$ cat src/design/pffl_pkg.sv
// Package for the page frame free list allocator.
// Transaction payload types, status and operation codes, controller/datapath links.
// No dependencies.
package pffl_pkg;

    localparam int FRAME_W        = 8;
    localparam int COUNT_W        = 7;
    localparam int CFG_W          = 9;
    localparam int MAX_FRAMES_DEF = 256;
    localparam int MAX_BURST_DEF  = 64;

    localparam logic OP_ALLOC = 1'b0;
    localparam logic OP_FREE  = 1'b1;

    typedef enum logic [1:0] {
        ST_OK        = 2'd0,
        ST_NO_FRAMES = 2'd1,
        ST_BAD_FRAME = 2'd2
    } t_status;

    typedef struct packed {
        logic               operation;
        logic [COUNT_W-1:0] count;
        logic [FRAME_W-1:0] frame_to_free;
    } t_in_item;

    typedef struct packed {
        t_status            status;
        logic [FRAME_W-1:0] frame_number;
        logic               frame_valid;
        logic               last;
    } t_out_item;

    // controller -> datapath
    typedef struct packed {
        logic load_item;
        logic start_burst;
        logic emit_single;
        logic rd_issue;
        logic pop;
    } t_ctrl_cmd;

    // datapath -> controller
    typedef struct packed {
        logic eval_burst;
        logic slot_free;
        logic pop_last;
    } t_dp_stat;

endpackage

$ cat src/design/pffl_ctrl.sv
// Controller state machine of the page frame free list allocator.
// Depends on pffl_pkg (command and status structs).
module pffl_ctrl
    import pffl_pkg::*;
(
    input  logic      i_clk,
    input  logic      i_rst_n,
    input  logic      i_in_valid,
    input  t_dp_stat  i_stat,
    output logic      o_in_ready,
    output t_ctrl_cmd o_cmd
);

    typedef enum logic [3:0] {
        S_IDLE = 4'b0001,
        S_EVAL = 4'b0010,
        S_READ = 4'b0100,
        S_EMIT = 4'b1000
    } t_state;

    t_state r_state;
    t_state n_state;

    always_ff @(posedge i_clk) begin
        if (!i_rst_n) begin
            r_state <= S_IDLE;
        end else begin
            r_state <= n_state;
        end
    end

    always_comb begin
        n_state    = r_state;
        o_in_ready = 1'b0;
        o_cmd      = '0;
        case (r_state)
            S_IDLE: begin
                o_in_ready = 1'b1;
                if (i_in_valid) begin
                    o_cmd.load_item = 1'b1;
                    n_state         = S_EVAL;
                end
            end
            S_EVAL: begin
                if (i_stat.eval_burst) begin
                    o_cmd.start_burst = 1'b1;
                    n_state           = S_READ;
                end else if (i_stat.slot_free) begin
                    o_cmd.emit_single = 1'b1;
                    n_state           = S_IDLE;
                end
            end
            S_READ: begin
                o_cmd.rd_issue = 1'b1;
                n_state        = S_EMIT;
            end
            S_EMIT: begin
                if (i_stat.slot_free) begin
                    o_cmd.pop = 1'b1;
                    n_state   = i_stat.pop_last ? S_IDLE : S_READ;
                end
            end
            default: begin
                n_state = S_IDLE;
            end
        endcase
    end

endmodule

$ cat src/design/pffl_dpath.sv
// Datapath of the page frame free list allocator: link store, list state, output register.
// Depends on pffl_pkg (payload types, codes, command and status structs).
module pffl_dpath
    import pffl_pkg::*;
#(
    parameter int MAX_FRAMES = MAX_FRAMES_DEF,
    parameter int MAX_BURST  = MAX_BURST_DEF
)
(
    input  logic             i_clk,
    input  logic             i_rst_n,
    input  logic             i_cfg_we,
    input  logic [CFG_W-1:0] i_cfg_wdata,
    input  t_in_item         i_in_item,
    input  logic             i_out_ready,
    input  t_ctrl_cmd        i_cmd,
    output t_dp_stat         o_stat,
    output logic             o_out_valid,
    output t_out_item        o_out_item
);

    localparam int FRAME_LIMIT = (MAX_FRAMES < 256) ? MAX_FRAMES : 256;
    localparam int DEPTH       = FRAME_LIMIT;
    localparam int AW          = (DEPTH > 1) ? $clog2(DEPTH) : 1;
    localparam int BW          = (MAX_BURST > 1) ? $clog2(MAX_BURST + 1) : 1;

    function automatic logic [FRAME_W-1:0] safe_frame(input logic [FRAME_W-1:0] f);
        return (32'(f) < MAX_FRAMES) ? f : '0;
    endfunction

    // link store; entries not yet written read as their successor frame
    logic [FRAME_W-1:0] r_mem [DEPTH];
    logic [DEPTH-1:0]   r_lvalid;
    logic [FRAME_W-1:0] r_rd_data;
    logic               r_rd_vld;
    logic [AW-1:0]      r_rd_addr;

    logic [CFG_W-1:0]   r_fiu;
    logic [FRAME_W-1:0] r_head;
    logic               r_empty;
    logic [CFG_W-1:0]   r_free_cnt;
    logic [BW-1:0]      r_remain;
    t_in_item           r_item;
    logic               r_out_valid;
    t_out_item          r_out;

    logic [CFG_W-1:0]   cfg_val;
    logic               f_bad;
    logic               alloc_fail;
    logic               cnt_zero;
    logic               do_free;
    logic [AW-1:0]      free_addr;
    logic [AW-1:0]      rd_addr;
    logic [FRAME_W-1:0] link;
    t_status            single_status;

    always_comb begin
        cfg_val = i_cfg_wdata;
        if (cfg_val == '0) begin
            cfg_val = CFG_W'(1);
        end else if (cfg_val > CFG_W'(FRAME_LIMIT)) begin
            cfg_val = CFG_W'(FRAME_LIMIT);
        end
    end

    assign f_bad      = CFG_W'(r_item.frame_to_free) >= r_fiu;
    assign cnt_zero   = (r_item.count == '0);
    assign alloc_fail = (r_item.count > COUNT_W'(MAX_BURST))
                     || (CFG_W'(r_item.count) > r_free_cnt)
                     || (!cnt_zero && r_empty);

    always_comb begin
        if (r_item.operation == OP_FREE) begin
            single_status = f_bad ? ST_BAD_FRAME : ST_OK;
        end else begin
            single_status = alloc_fail ? ST_NO_FRAMES : ST_OK;
        end
    end

    assign do_free   = i_cmd.emit_single && (r_item.operation == OP_FREE) && !f_bad;
    assign free_addr = r_item.frame_to_free[AW-1:0];
    assign rd_addr   = r_head[AW-1:0];
    assign link      = r_rd_vld ? r_rd_data : (FRAME_W'(r_rd_addr) + FRAME_W'(1));

    assign o_stat.eval_burst = (r_item.operation == OP_ALLOC) && !alloc_fail && !cnt_zero;
    assign o_stat.slot_free  = !r_out_valid || i_out_ready;
    assign o_stat.pop_last   = (r_remain == BW'(1));

    // link store data, no reset
    always_ff @(posedge i_clk) begin
        if (do_free) begin
            r_mem[free_addr] <= r_empty ? r_item.frame_to_free : r_head;
        end
        if (i_cmd.rd_issue) begin
            r_rd_data <= r_mem[rd_addr];
            r_rd_vld  <= r_lvalid[rd_addr];
            r_rd_addr <= rd_addr;
        end
    end

    always_ff @(posedge i_clk) begin
        if (!i_rst_n || i_cfg_we) begin
            r_lvalid <= '0;
        end else if (do_free) begin
            r_lvalid[free_addr] <= 1'b1;
        end
    end

    always_ff @(posedge i_clk) begin
        if (!i_rst_n) begin
            r_fiu      <= CFG_W'(FRAME_LIMIT);
            r_head     <= '0;
            r_empty    <= 1'b0;
            r_free_cnt <= CFG_W'(FRAME_LIMIT);
        end else if (i_cfg_we) begin
            r_fiu      <= cfg_val;
            r_head     <= '0;
            r_empty    <= 1'b0;
            r_free_cnt <= cfg_val;
        end else if (do_free) begin
            r_head  <= r_item.frame_to_free;
            r_empty <= 1'b0;
            if (r_free_cnt < r_fiu) begin
                r_free_cnt <= r_free_cnt + CFG_W'(1);
            end
        end else if (i_cmd.pop) begin
            r_head     <= safe_frame(link);
            r_free_cnt <= r_free_cnt - CFG_W'(1);
            if (o_stat.pop_last && (r_free_cnt == CFG_W'(1))) begin
                r_empty <= 1'b1;
            end
        end
    end

    always_ff @(posedge i_clk) begin
        if (i_cmd.load_item) begin
            r_item <= i_in_item;
        end
        if (i_cmd.start_burst) begin
            r_remain <= r_item.count[BW-1:0];
        end else if (i_cmd.pop) begin
            r_remain <= r_remain - BW'(1);
        end
    end

    // output register
    always_ff @(posedge i_clk) begin
        if (!i_rst_n) begin
            r_out_valid <= 1'b0;
        end else if (i_cmd.emit_single || i_cmd.pop) begin
            r_out_valid <= 1'b1;
        end else if (i_out_ready) begin
            r_out_valid <= 1'b0;
        end
    end

    always_ff @(posedge i_clk) begin
        if (i_cmd.emit_single) begin
            r_out.status       <= single_status;
            r_out.frame_number <= '0;
            r_out.frame_valid  <= 1'b0;
            r_out.last         <= 1'b1;
        end else if (i_cmd.pop) begin
            r_out.status       <= ST_OK;
            r_out.frame_number <= r_head;
            r_out.frame_valid  <= 1'b1;
            r_out.last         <= o_stat.pop_last;
        end
    end

    assign o_out_valid = r_out_valid;
    assign o_out_item  = r_out;

endmodule

$ cat src/design/page_frame_free_list_allocator.sv
// Top level of the page frame free list allocator.
// Depends on pffl_pkg, pffl_ctrl and pffl_dpath.
//
// Usage:
//  - Input channel (i_in_valid / o_in_ready / i_in_item): one transaction is an
//    allocate of count frames or a free of one frame.
//  - Output channel (o_out_valid / i_out_ready / o_out_item): one transaction per
//    allocated frame (last marks the final one), or a single status transaction
//    for a free, a failed allocate or a zero-count allocate.
//  - Config: i_cfg_we with i_cfg_wdata sets frames_in_use (clamped to 1..limit)
//    and rebuilds the list with every frame free. Write only while idle.
//  - Timing: a single-result item is evaluated once and its result is registered
//    in the output register; an allocate burst is evaluated, then each frame
//    takes one registered link-store read plus one pop. Both wait while the
//    output register cannot take a result.
//  - Inputs are taken only by the idle controller; one item is in work at a time,
//    and the next can be taken while the last result still sits in the output reg.
//  - Reset: list holds every frame in ascending order, frame 0 at the head. Link
//    entries carry per-entry valid bits, so no clearing pass is needed.
//  - Receiver stall: the output register holds its transaction and the burst waits.
module page_frame_free_list_allocator
    import pffl_pkg::*;
#(
    parameter int MAX_FRAMES = MAX_FRAMES_DEF,
    parameter int MAX_BURST  = MAX_BURST_DEF
)
(
    input  logic             i_clk,
    input  logic             i_rst_n,
    input  logic             i_cfg_we,
    input  logic [CFG_W-1:0] i_cfg_wdata,
    input  logic             i_in_valid,
    output logic             o_in_ready,
    input  t_in_item         i_in_item,
    output logic             o_out_valid,
    input  logic             i_out_ready,
    output t_out_item        o_out_item
);

    t_ctrl_cmd cmd;
    t_dp_stat  stat;

    // sequencing: idle -> evaluate -> (read link -> pop) per frame
    pffl_ctrl u_ctrl (
        .i_clk      (i_clk),
        .i_rst_n    (i_rst_n),
        .i_in_valid (i_in_valid),
        .i_stat     (stat),
        .o_in_ready (o_in_ready),
        .o_cmd      (cmd)
    );

    // list state, link store and output register
    pffl_dpath #(
        .MAX_FRAMES (MAX_FRAMES),
        .MAX_BURST  (MAX_BURST)
    ) u_dpath (
        .i_clk       (i_clk),
        .i_rst_n     (i_rst_n),
        .i_cfg_we    (i_cfg_we),
        .i_cfg_wdata (i_cfg_wdata),
        .i_in_item   (i_in_item),
        .i_out_ready (i_out_ready),
        .i_cmd       (cmd),
        .o_stat      (stat),
        .o_out_valid (o_out_valid),
        .o_out_item  (o_out_item)
    );

    // a result is only loaded when the output slot can take it
    a_load_slot: assert property (@(posedge i_clk) disable iff (!i_rst_n)
        (cmd.pop || cmd.emit_single) |-> (!o_out_valid || i_out_ready))
        else $error("result loaded into a busy output register");

    // at most one datapath action per cycle
    a_one_action: assert property (@(posedge i_clk) disable iff (!i_rst_n)
        $onehot0({cmd.start_burst, cmd.emit_single, cmd.pop, cmd.rd_issue}))
        else $error("conflicting datapath commands");

    // one item in work at a time
    a_busy_after_accept: assert property (@(posedge i_clk) disable iff (!i_rst_n)
        (i_in_valid && o_in_ready) |=> !o_in_ready)
        else $error("input taken while an item is in work");

    // final pop of a burst shows up marked last
    a_last_mark: assert property (@(posedge i_clk) disable iff (!i_rst_n)
        (cmd.pop && stat.pop_last) |=> (o_out_valid && o_out_item.last))
        else $error("final frame of a burst not marked last");

endmodule

$ cat config.mk
export PLATFORM = sky130hd
export DESIGN_NAME = page_frame_free_list_allocator
export DESIGN_NICKNAME = d
export VERILOG_FILES = /design/src/design/pffl_pkg.sv /design/src/design/pffl_ctrl.sv /design/src/design/pffl_dpath.sv /design/src/design/page_frame_free_list_allocator.sv
export SDC_FILE = /design/constraint.sdc
export NUM_CORES = 2
export LEC_CHECK = 0
export BUFFER_PORTS_ARGS = -buffer_cell sky130_fd_sc_hd__buf_2
export CORE_UTILIZATION = 40
export CTS_CLUSTER_SIZE = 10
export DETAILED_ROUTE_END_ITERATION = 8
export PLACE_DENSITY = 0.58
export SLEW_MARGIN = 20
export SYNTH_ARGS = -nofsm -noshare
export SYNTH_HDL_FRONTEND = slang
export SYNTH_SLANG_ARGS = --single-unit
$ cat constraint.sdc
create_clock -name i_clk -period 4.7 [get_ports i_clk]
set_clock_uncertainty 0.05 [all_clocks]
set_input_delay 0 -clock i_clk [delete_from_list [all_inputs] [get_ports i_clk]]
set_output_delay 0 -clock i_clk [all_outputs]
set_load 0.01 [all_outputs]
### Word-level counts from Yosys, hierarchy flattened

Memory sizes are Yosys's and may differ from the RTL's. A register that Yosys moved wholly into a read port is not among the register bits.
Index checks and enable logic that the tools add are counted.

| word-level totals | value |
|---|---|
| flip-flop bits (word level) | 332 |
| latch bits | 0 |
| memory bits (writable) | 2048 |
| ROM bits | 0 |
| input bits | 30 |
| output and inout port bits | 14 |
| logic and storage cells | 112 |
| memories kept | 1 |

| cells by class | value |
|---|---|
| add/subtract/negate cells | 4 |
| multipliers | 0 |
| divide/modulo/power cells | 0 |
| magnitude comparators | 8 |
| eq/ne operators | 10 |
| shift-type cells | 0 |
| multiplexer cells | 40 |
| bitwise logic cells | 3 |
| reduce and logical (&&, ||, !) cells | 29 |

Memories:

| name | words | bits a word | read ports | clocked after memory_dff | write ports | RTL line | text |
|---|---|---|---|---|---|---|---|
| u_dpath.r_mem | 256 | 8 | 1 | 1 | 1 | pffl_dpath.sv:32 | `logic [FRAME_W-1:0] r_mem [DEPTH];` |

Operators with widths:

| cell | number |
|---|---|
| $or 256x256->256 | 1 |
| $mux 9 | 6 |
| $mux 8 | 4 |
| $mux 12 | 2 |
| $lt 8x9->1 const B | 2 |
| $mux 4 | 4 |
| $pmux 4 s4 | 1 |
| $mux 1 | 15 |
| $mux 7 | 2 |
| $add 9x1->9 const B | 1 |
| $eq 9x1->1 const B | 1 |
| $ge 8x9->1 | 1 |
| $gt 7x9->1 | 1 |
| $gt 9x9->1 const B | 1 |
| $logic_not 9->1 | 1 |
| $lt 9x9->1 | 1 |
| $sub 9x1->9 const B | 1 |
| $add 8x1->8 const B | 1 |
| $bmux 1 s8 | 1 |
| $demux 1 s8 | 1 |
| $ge 8x1->1 const B | 1 |
| $reduce_bool 2->1 | 4 |
| $eq 7x1->1 const B | 1 |
| $gt 7x7->1 const B | 1 |
| other kinds (19) | 39 |

### Longest topological paths before layout

| depth | value |
|---|---|
| depth after elaboration | 13 |
| depth in mapped cells | 11 |
| depth with buffers taken out | 9 |

### By module

From an unflattened synthesis, not the netlist that was laid out.

| second synthesis, totals | value |
|---|---|
| cell total of the unflattened synthesis | 4696 |
| area, all modules | 92381.1 um^2 |

Modules (own cells, without submodules):

| module | times used | cells each | area an instance (um^2) | seq. area each (um^2) |
|---|---|---|---|---|
| pffl_dpath | 1 | 4657 | 92043.3 | 68645.8 |
| pffl_ctrl | 1 | 39 | 337.8 | 80.1 |

### Worst setup path before layout

OpenSTA, ideal clock, no wires.

| path | value |
|---|---|
| kind | register to register |
| start | reg u_dpath.r_head[3] |
| end | mem u_dpath.r_mem[0][3] (data pin) |
| library setup time | 0.557 ns |
| data arrival time | 3.047 ns |
| data required time | 4.093 ns |
| setup slack | 1.046 ns |
| cell stages (with the launch flop) | 5 |
| buffers on the path | 3 |
| period minus slack after synthesis | 3.654 ns |
| path through | dfxtp_1 -> buf_2 -> buf_2 -> buf_1 -> mux2_2 |

| on the way | value |
|---|---|
| word-level cells in the longest chain between the ends | 1 |

Ends and longest elaborated chain:

| element | RTL line | text |
|---|---|---|
| start, declared | pffl_dpath.sv:39 | `logic [FRAME_W-1:0] r_head;` |
| start signal, assigned | pffl_dpath.sv:121 | `r_head <= r_item.frame_to_free;` |
| start signal, assigned | pffl_dpath.sv:127 | `r_head <= safe_frame(link);` |
| $mux 8 | pffl_dpath.sv:92 | `r_mem[free_addr] <= r_empty ? r_item.frame_to_free : r_head;` |
| end, declared | pffl_dpath.sv:32 |  |

No other way between the ends.

### Worst setup path after layout

| path | value |
|---|---|
| start | reg u_dpath.r_item, in the netlist u_dpath.free_addr[0] |
| end | reg u_dpath.r_free_cnt[7] |

| on the way | value |
|---|---|
| word-level cells in the longest chain between the ends | 5 |
| elaborated cells on any way between the ends | 8 |
| those cells by class | 1 x order compare; 1 x eq/ne; 2 x mux; 4 x reduce/logical |

Ends and longest elaborated chain:

| element | RTL line | text |
|---|---|---|
| start, declared | pffl_dpath.sv:43 | `t_in_item r_item;` |
| start signal, assigned | pffl_dpath.sv:137 | `r_item <= i_in_item;` |
| $ge 8x9->1 (*) | pffl_dpath.sv:66 | `assign f_bad = CFG_W'(r_item.frame_to_free) >= r_fiu;` |
| $logic_not 1->1 (*) | pffl_dpath.sv:80 | `assign do_free = i_cmd.emit_single && (r_item.operation == OP_FREE) && !f_bad;` |
| $logic_and 1x1->1 (*) | pffl_dpath.sv:80 |  |
| $ne 3x3->1 (no line), or another cell as far along | -- |  |
| $reduce_and 2->1 (no line) or $mux 9 (tied branches) | -- |  |
| end signal, assigned | pffl_dpath.sv:114 | `r_free_cnt <= CFG_W'(FRAME_LIMIT);` |
| end signal, assigned | pffl_dpath.sv:119 | `r_free_cnt <= cfg_val;` |
| end signal, assigned | pffl_dpath.sv:124 | `r_free_cnt <= r_free_cnt + CFG_W'(1);` |
| end, declared | pffl_dpath.sv:41 | `logic [CFG_W-1:0] r_free_cnt;` |

Every way passes the cells marked *; elsewhere a longest branch is shown, timed or not.
A chain may end at the register's enable or synchronous reset.

==> impl_results.rst <==
.. list-table::
   :header-rows: 1

   * - Metric
     - Value
   * - Final Hold Vio Count
     - 0
   * - Post-Place Worst Slack
     - 0.660 ns
   * - Hold-critical path endpoint
     - u_dpath.r_fiu[8]
   * - Number of global-route vias before repair
     - 48.8k
   * - Category of the worst setup path capture point
     - flop
   * - Instance area after placement
     - between 90000 and 100000 um^2
   * - Mapped Area
     - 92400 um^2
   * - Initial antenna violation count
     - 4
   * - Count of max-cap constraint violations
     - 0
   * - RSZ-0062 raised after global routing
     - false
   * - DR vias/cell
     - between 5 and 6
   * - Type of the worst min-delay path
     - in2reg
   * - Final critical-path required period
     - 4.23 ns
   * - GRT Residual Overflow
     - 0
   * - Number of synthesized register bits
     - 2388
   * - Setup violation total in the final timing report
     - 0
   * - Number of enable flip-flop cells after synthesis
     - 2090
   * - Pre-antenna DRT Iters
     - 5
   * - Clock tree from TritonCTS
     - built
   * - Die Ht
     - 483 um
   * - Final Wtd Congestion
     - between 0.8 and 0.9
   * - Setup slack of the worst register-to-register path
     - 0.47 ns
   * - Layout overhead on the synthesized area
     - 15.8%
   * - Later-pin clock latency in the skew report
     - 0.92 ns
   * - Destination of the worst register-to-register timing path
     - u_dpath.r_free_cnt[7]
   * - CTS Buffer Depth
     - 4
   * - Aggregate global-route resource usage
     - 20.6%
   * - Routed Antenna Nets
     - 0
   * - Number of input and output port buffers inserted
     - 43
   * - Pin count of the biggest net entering global routing
     - 134
   * - Synth Instances
     - 4750
   * - Start point of the worst min-delay path
     - i_rst_n
   * - Final non-filler cell total
     - between 8k and 9k
   * - Max-slew headroom at the worst pin
     - 27.0%
   * - Number of gates resized after CTS
     - 0
   * - Effective utilization at floorplan
     - 40.2%
   * - Largest fanout on the critical path
     - 15
   * - Die W
     - 483 um
   * - Post-CTS setup buffer count
     - 0
   * - Final design utilization
     - 46.6%
   * - Share of post-route cells with drive strength above 1
     - 23.8%
   * - Count of cell types in the netlist
     - 73
   * - Die area
     - 233000 um^2
   * - Num CTS Buffers
     - 291
   * - CTS clk-pin slew, worst paths
     - 0.06 ns
   * - Final worst-path cycle share
     - ~90%
   * - Worst Path Class, Setup
     - reg2reg
   * - Critical register-to-register path startpoint
     - u_dpath.free_addr[0]
   * - Global-route wire length before repair
     - 348000 um
   * - Total power draw
     - 43.5 mW
   * - Clk Tree Root Cell
     - sky130_fd_sc_hd__clkbuf_16
   * - Sort of element at the start of the critical path
     - flop
   * - Required time at the worst-slack endpoint
     - around 5.5 ns
   * - Pleak
     - 28.4 nW
   * - Maximum operating frequency
     - 0.236 GHz
   * - Core Footprint
     - 230000 um^2
   * - Most frequently used flop master after synthesis
     - sky130_fd_sc_hd__edfxtp_1
   * - Status
     - completed
   * - Violation count after the first detailed-route iteration
     - 4695
   * - Depth of the worst register-to-register path
     - 12
   * - Fraction of registers with async set/reset
     - 0%
   * - Count of nets after finishing
     - 5253
   * - Via count of the routed design
     - approximately 48k
   * - Portion of the post-synthesis area used by sequential elements
     - 74.4%
   * - Final max-slew violation count
     - 0
   * - Post-Route Hold Slack
     - 0.0878 ns
   * - Number of warnings issued by yosys
     - 0
   * - Final routed DRC violation total
     - 0
   * - Number of clock sinks seen by CTS
     - 2388
   * - Slew at the pin with the worst max-slew slack
     - 1.09 ns
   * - Mean area per synthesized cell
     - 19.5 um^2
   * - Peak supply drop
     - approximately 0.00032 V
   * - Boundary Pins
     - 44
   * - Number of H-tree levels
     - 5
   * - Post-Synthesis Net Count
     - 4809
   * - Post-route cell area
     - 107000 um^2
   * - FP Rows
     - 176
   * - Power per cell area
     - 406 nW/um^2
   * - Cells on Worst Hold Path
     - 3
   * - DPL Wire Length
     - 147000 um
   * - Average wire per standard cell
     - roughly 28 um
   * - Total detailed-routing wirelength
     - 240000 um
   * - WP data arrival
     - 5.03 ns
   * - Crit path setup slack, layout
     - between 0.4 and 0.5 ns
   * - Cells after DPL
     - around 7.9k
   * - Setup Total Neg Slack
     - 0 ns
## how the worst max path moves through the flow
stage	from	endpoint	slack [ns]	depth (start not counted)
6_report	u_dpath.free_addr[0]	u_dpath.r_free_cnt[7]	0.47	12
5_1_grt	u_dpath.free_addr[0]	u_dpath.r_free_cnt[7]	0.27	12
4_1_cts	u_dpath.free_addr[0]	u_dpath.r_free_cnt[7]	0.48	12
3_5_place_dp	u_dpath.free_addr[0]	u_dpath.r_mem[255][6]	0.66	9
3_3_place_gp	u_dpath.free_addr[0]	u_dpath.r_mem[255][1]	0.15	9
2_1_floorplan	u_dpath.r_head[3]	u_dpath.r_mem[0][3]	1.05	4
## report_power, final
group	switching [mW]	internal (mW)	total (mW)
combinational	0.401	0.194	0.595
sequential	0.0424	22.8	22.8
clock	8.17	11.9	20.0
## critical path, cell delays in order, from the launching register on
cell                            delay (ns)
sky130_fd_sc_hd__edfxtp_1             0.45
sky130_fd_sc_hd__inv_1                0.11
sky130_fd_sc_hd__ha_1                 0.30
sky130_fd_sc_hd__nand2b_1             0.14
sky130_fd_sc_hd__a211oi_1             0.37
sky130_fd_sc_hd__o211ai_2             0.24
sky130_fd_sc_hd__a21oi_4              0.64
sky130_fd_sc_hd__buf_4                0.29
sky130_fd_sc_hd__mux2i_1              0.28
sky130_fd_sc_hd__a32oi_1              0.07
sky130_fd_sc_hd__dlygate4sd3_1        0.59
sky130_fd_sc_hd__nand3_1              0.07
sky130_fd_sc_hd__dlygate4sd3_1        0.54
## area by class of cell
class,count,area [um^2]
Tap cell,3026,3790
Clock inverter,8,91.3
Timing Repair Buffer,443,3880
Inverter,20,75.1
Antenna cell,3,7.51
Multi-Input combinational cell,2050,22200
Sequential cell,2388,68700
Clock buffer,493,8230
Fill cell,19315,123000
## metal layers
layer / wire [um] / up-vias / GRT usage [%]
li1: - / 20442 / -
met1: 102000 / 25597 / 28.3
met2: 116000 / 1661 / 33.1
met3: 14800 / 419 / 3.76
met4: 8040 / 2 / 7.23
met5: 13 / - / 0
## Yosys cell counts (all sizes together) (39+ instances only)
master,number,area [um^2]
a22o,51,447
clkbuf,138,522
dfxtp,298,5970
nor2,328,1230
a22oi,80,601
a21oi,71,359
nand2,115,434
mux2i,93,931
nand3,39,205
edfxtp,2090,62800
o22ai,89,557
a211oi,43,353
buf,154,1100
o21a,260,1950
mux4,540,12200
## flip-flops by register name, summed over array words and instances (netlist names), 9 cells and up
register / cells
u_dpath.r_mem: 2048
u_dpath.r_free_cnt: 9
u_dpath.o_out_item: 12
u_dpath.r_lvalid: 256
u_dpath.r_fiu: 9
## kinds of logic (layout without fill, tap and decap cells)
| group | after synthesis | count (layout) | share of synthesized area (%) |
|---|---|---|---|
| xor gates and xnor gates | 13 | 13 | 0.123 |
| adders and majority gates | 29 | 29 | 0.393 |
| other | 0 | 3 | 0 |
| muxes | 643 | 643 | 14.3 |
| buffers and inverters | 312 | 964 | 1.83 |
| DFF | 2388 | 2388 | 74.4 |
| and+or+nand+nor | 622 | 622 | 3.01 |
| AOI/OAI and AO/OA | 743 | 743 | 5.97 |
## cell usage in the layout, fill, tap and decap left out, types with 7 or more instances in the layout
cell                            synthesis  layout
sky130_fd_sc_hd__nor2b_1               21      15
sky130_fd_sc_hd__xor2_1                 7       7
sky130_fd_sc_hd__o21a_1               260     260
sky130_fd_sc_hd__buf_4                 37     290
sky130_fd_sc_hd__a21oi_1               70      70
sky130_fd_sc_hd__ha_1                  29      29
sky130_fd_sc_hd__nor4_1                14      13
sky130_fd_sc_hd__nor3_1                18      15
sky130_fd_sc_hd__a221oi_1              23      23
sky130_fd_sc_hd__o21ai_0               20      20
sky130_fd_sc_hd__edfxtp_1            2090    2090
sky130_fd_sc_hd__a31oi_1                9       9
sky130_fd_sc_hd__a221oi_2               7       7
sky130_fd_sc_hd__clkbuf_1             137     193
sky130_fd_sc_hd__mux2_8                 0       8
sky130_fd_sc_hd__o22ai_1               89      89
sky130_fd_sc_hd__a22o_1                51      51
sky130_fd_sc_hd__buf_2                 82      43
sky130_fd_sc_hd__a211oi_1              37      37
sky130_fd_sc_hd__nand4_1               15      15
sky130_fd_sc_hd__nand3_1               37      33
sky130_fd_sc_hd__clkbuf_16              0     300
sky130_fd_sc_hd__o221ai_1              37      37
sky130_fd_sc_hd__inv_1                 20      20
sky130_fd_sc_hd__nand2b_1              13      13
sky130_fd_sc_hd__buf_12                 4      39
sky130_fd_sc_hd__and3_1                12      12
sky130_fd_sc_hd__mux2i_1               93      93
sky130_fd_sc_hd__and2_1                16      15
sky130_fd_sc_hd__o211ai_1              20      20
sky130_fd_sc_hd__or4_1                  7       7
sky130_fd_sc_hd__a22oi_1               80      80
sky130_fd_sc_hd__dlygate4sd3_1          0      71
sky130_fd_sc_hd__mux4_2               540     540
sky130_fd_sc_hd__nor2_1               328     326
sky130_fd_sc_hd__dfxtp_1              298     294
sky130_fd_sc_hd__nand2_1              114     112
## what timing repair did
| action | in CTS | in global routing |
|---|---|---|
| hold buffers | 71 | 0 |
| setup endpoints to repair | 0 | 0 |
| endpoints found under the hold margin | 94 | 0 |
Power figures use the tool's default switching activity.
